--- src/rtl/gpte_ram.sv ---
// Generic single-write, single-read synchronous RAM with a registered read port.
`default_nettype none
module gpte_ram #(
  parameter int WIDTH = 8,
  parameter int DEPTH = 256
) (
  input  wire logic                     clk,
  input  wire logic                     we,
  input  wire logic [$clog2(DEPTH)-1:0] waddr,
  input  wire logic [WIDTH-1:0]         wdata,
  input  wire logic                     re,
  input  wire logic [$clog2(DEPTH)-1:0] raddr,
  output logic      [WIDTH-1:0]         rdata
);

  logic [WIDTH-1:0] mem [DEPTH];

  always_ff @(posedge clk) begin
    if (we) begin
      mem[waddr] <= wdata;
    end
    if (re) begin
      rdata <= mem[raddr];
    end
  end

endmodule
`default_nettype wire

--- config.mk ---
export PLATFORM = sky130hd
export DESIGN_NAME = gpte_ram
export DESIGN_NICKNAME = d
export VERILOG_FILES = /design/src/rtl/gpte_ram.sv
export SDC_FILE = /design/constraint.sdc
export NUM_CORES = 2
export LEC_CHECK = 0
export ABC_AREA = 1
export BUFFER_PORTS_ARGS = -buffer_cell sky130_fd_sc_hd__buf_4
export CORE_ASPECT_RATIO = 1.25
export CORE_MARGIN = 2
export CORE_UTILIZATION = 25
export CTS_CLUSTER_SIZE = 10
export DETAILED_ROUTE_END_ITERATION = 8
export PLACE_DENSITY = 0.47
export SLEW_MARGIN = 30
export SYNTH_ARGS = -nofsm -noshare
export SYNTH_HDL_FRONTEND = slang
export SYNTH_SLANG_ARGS = --single-unit
--- constraint.sdc ---
create_clock -name clk -period 3.7 [get_ports clk]
set_input_delay 0.555 -clock clk [delete_from_list [all_inputs] [get_ports clk]]
set_output_delay 0.555 -clock clk [all_outputs]
set_load 0.01 [all_outputs]
Word-level counts from Yosys, hierarchy flattened
Memories as Yosys holds them, arrays and structs flattened. A register that Yosys moved wholly into a read port is not among the register bits.
Index checks and enable logic that the tools add are counted.
{"block": "op_classes", "n_mux": 2}
{"operator": "$mux 1", "n": 2}
{"block": "word_totals", "reg_bits": 0, "ramBits": 2048, "input_bits": 27, "out_inout_bits": 8, "wordCells": 3, "memories": 1}
{"memory": "mem", "words": 256, "word_bits": 8, "read_ports": 1, "rd_clocked_by_memory_dff": 1, "write_ports": 1, "line": "16", "text": "logic [WIDTH-1:0] mem [DEPTH];"}

Logic depth before layout (Yosys ltp)
{"block": "logic_depth", "depth_word": 2, "depth_mapped": 15, "depth_no_buf": 11}

Worst setup path before layout
No wires, ideal clock.
{"block": "synth_path", "path_type": "input-to-reg", "from": "in we", "to": "mem mem[162][0] (enable)", "setup_ns": 0.370, "arrival_time_ns": 1.676, "required_time_ns": 3.330, "slack_ns": 1.654, "path_stages": 4, "n_path_buf": 2, "cell_sequence": "clkbuf_1 -> nand3_1 -> clkbuf_1 -> nor2_1"}
{"block": "synth_between", "elab_chain_len": 2}
{"item": "start: declaration", "line": "8", "text": "input wire logic we,"}
{"item": "$mux 1", "line": "19", "text": "if (we) begin"}
{"item": "$mux 1 (implied by the code)", "line": "20", "text": "mem[waddr] <= wdata;"}
{"item": "end: declaration", "line": "16"}
Every way passes these cells.

==> results by group <==
Clock tree
  • H-tree levels: 4
  • CTS Root Cell: clkbuf_16
  • Clk slew on worst S/H paths: roughly 0.060 ns
  • CTS Buf Count: 232
  • CTS resizes: 0
  • CTS tree: built
  • Max Buffers Root-to-Sink: 4
  • Clk sinks: 2056
  • Later-pin clock latency in the skew report: 0.87 ns

Power
  • Clock share of power: 40.7%
  • PwrDens: 506 nW/µm²
  • Internal: 37.6 mW
  • Combinational power share: ~6.4%
  • Lkg Pwr: around 33 nW
  • Sw power: roughly 11 mW
  • Part of the power in registers: roughly 53%
  • Switching part of the total: a little under a quarter
  • VDD IR max: 0.391 mV

Finish
  • Nets@finish: 7146
  • Most common cell after layout, fill and taps aside: nand2_1
  • Share of layout cells above drive strength 1: 8.68%
  • Fill cell count: 34000
  • Final Instance Area: 96200 µm²
  • Commonest cells after routing, fill and taps aside: 2115 x nand2_1, 2056 x edfxtp_1, 2019 x nand3_1
  • Layout area overhead: 15.3%
  • Final core area utilization: just under 30%

Global route
  • Largest net degree at the start of global routing: between 100 and 150
  • First-pass GRT wire length: around 380000 µm
  • Vias in the first global route: 53500
  • Gr usage total: 15.0%
  • Initial antenna violation count: 14
  • Grt ovf: 0

Route
  • # DRC: 0
  • Routed WL per cell: between 20 and 25 µm
  • Final ANT Viol Nets: 0
  • Vias post-DR: 54000
  • Iter 0 DRT Violations: about 4800
  • DRT Pass-1 Iters: 6
  • Vias per cell: 4.67
  • WL final: 260000 µm

Floorplan
  • Rows: about 240
  • Die W: 521 µm
  • Io pins: 35
  • CORE AREA: 333000 µm²
  • Die Height: between 600 and 700 µm
  • Starting density of the core: around a quarter
  • Die area: between 300000 and 400000 µm²

Placement
  • Placed instance area: between 90000 and 100000 µm²
  • HPWL after detailed placement: 155000 µm
  • Port bufs: 34
  • GP Congestion: around 0.8

Logic synthesis
  • Yosys warning total: 0
  • Synth unique cells: 13
  • Seq/Total Area, Yosys: 74.0%
  • #FFs+latches synth: 2056
  • Mapped Cells: 7003
  • Net Count, Synth: around 7000
  • Cell taking the most area after synthesis: edfxtp_1
  • Syn avg cell area: 11.9 µm²
  • Synth top area share: 74.0%
  • Area contributors post-synth: edfxtp_1 74%, nand3_1 12%, nand2_1 9.5%
  • Cell Area, Synth: 83500 µm²

Flow run
  • Max Cap Viol: 0

STA
  • Max_slew headroom: 27.0%
  • Setup-failing EPs final: 0
  • Worst-Margin Slew: about 1.1 ns
  • Highest clock rate: 0.374 GHz
  • Count of final hold-check violations: 0
  • Setup_tns: 0 ns
  • Post-layout min period: 2.68 ns
  • RSZ-0062 raised after global routing: no
  • Final Slew Violations: 0
  • Final period util: 72.3%
  • Final clock skew: 0.0502 ns

Critical path
  • Crit end category: flop
  • Crit-path max FO: between 70 and 80
  • CP arrival: around 3.4 ns
  • Critical Path Source Type: input port
  • Critical path type: in2reg
  • Critical Path RT: 4.43 ns

Worst hold path
  • Worst hold path class: in2reg

Run status
  • Status: completed
==> through the flow <==
stage / setup WS (ns) / cells / hold slack, ns / power [mW]
2_1_floorplan: 1.65 / 7003 / 0.654 / 27.8
3_3_place_gp: 0.215 / 11300 / 0.937 / 29.4
3_5_place_dp: 0.217 / 11300 / 0.936 / 29.4
4_1_cts: 1.15 / 11600 / 0.0140 / 49.2
5_1_grt: 0.967 / 11600 / 0.0468 / 50.1
6_report: 1.02 / 11600 / 0.0780 / 48.7
==> layer usage <==
layer / GRT usage (%) / part of all wire, % / wire, µm
met5: 0 / 0.018 / 47
met4: 6.36 / 4.4 / 11400
met2: 25.7 / 49 / 129000
met1: 18.6 / 40 / 105000
met3: 2.40 / 5.7 / 14800
==> synthesized netlist by cell type <==
library cell	n
inv_4	1
nand3_1	2019
buf_6	16
buf_8	1
edfxtp_1	2056
clkbuf_1	112
nand2_1	2123
buf_2	268
buf_4	46
buf_1	40
inv_1	36
nor2_1	283
inv_2	2
==> worst paths after layout <==
kind	slack, ns	depth (start not counted)	endpoint	from
setup / recovery	1.02	13	rdata[1]	raddr[0]
hold / removal	0.08	1	rdata[5]	re
setup reg to reg	1.27	10	rdata[1]	mem[231][1]
hold reg to reg	1.07	10	rdata[5]	mem[84][5]
==> sequential cells by signal (all words and copies together), names as in the netlist <==
signal	count
rdata	8
mem	2048
==> worst max-delay path: stages <==
cell     delay, ns
buf_8         0.18
inv_16        0.34
buf_4         0.34
nand2_1       0.09
nand3_1       0.13
nand3_1       0.11
nand3_1       0.11
nand3_1       0.15
nand3_1       0.18
nand3_1       0.33
nand2_1       0.38
nand2_1       0.21
nand2_1       0.11
==> timing repair <==
action | CTS | global route
endpoints found under the hold margin | 2 | 0
buffers inserted | 0 | 0
hold buffers | 1 | 0
==> cell families after synthesis <==
logic type	Yosys count	synth area share [%]
and+or+nand+nor	4425	22.9
buffers and inverters	522	3.12
DFF	2056	74.0
==> power groups by stage <==
stage	combinational [mW]	sequential, mW	clock, mW
floorplan	1.58	26.2	0
global placement	3.17	26.2	0
detailed placement	3.18	26.2	0
CTS	3.19	25.7	20.3
global route	3.41	25.7	21.0
finish	3.14	25.7	19.8
==> area by class of cell <==
cell class	count	area (µm²)	area share [%]
repair buffers	365	3620	3.76
diodes	2	5.00	0.00520
inverters	39	180	0.187
well taps	4421	5530	5.75
clock inverters	8	60.1	0.0624
flip-flops and latches	2056	61700	64.2
clock buffers	240	5920	6.15
multi-input cells	4425	19200	19.9
Power figures use the tool's default switching activity.
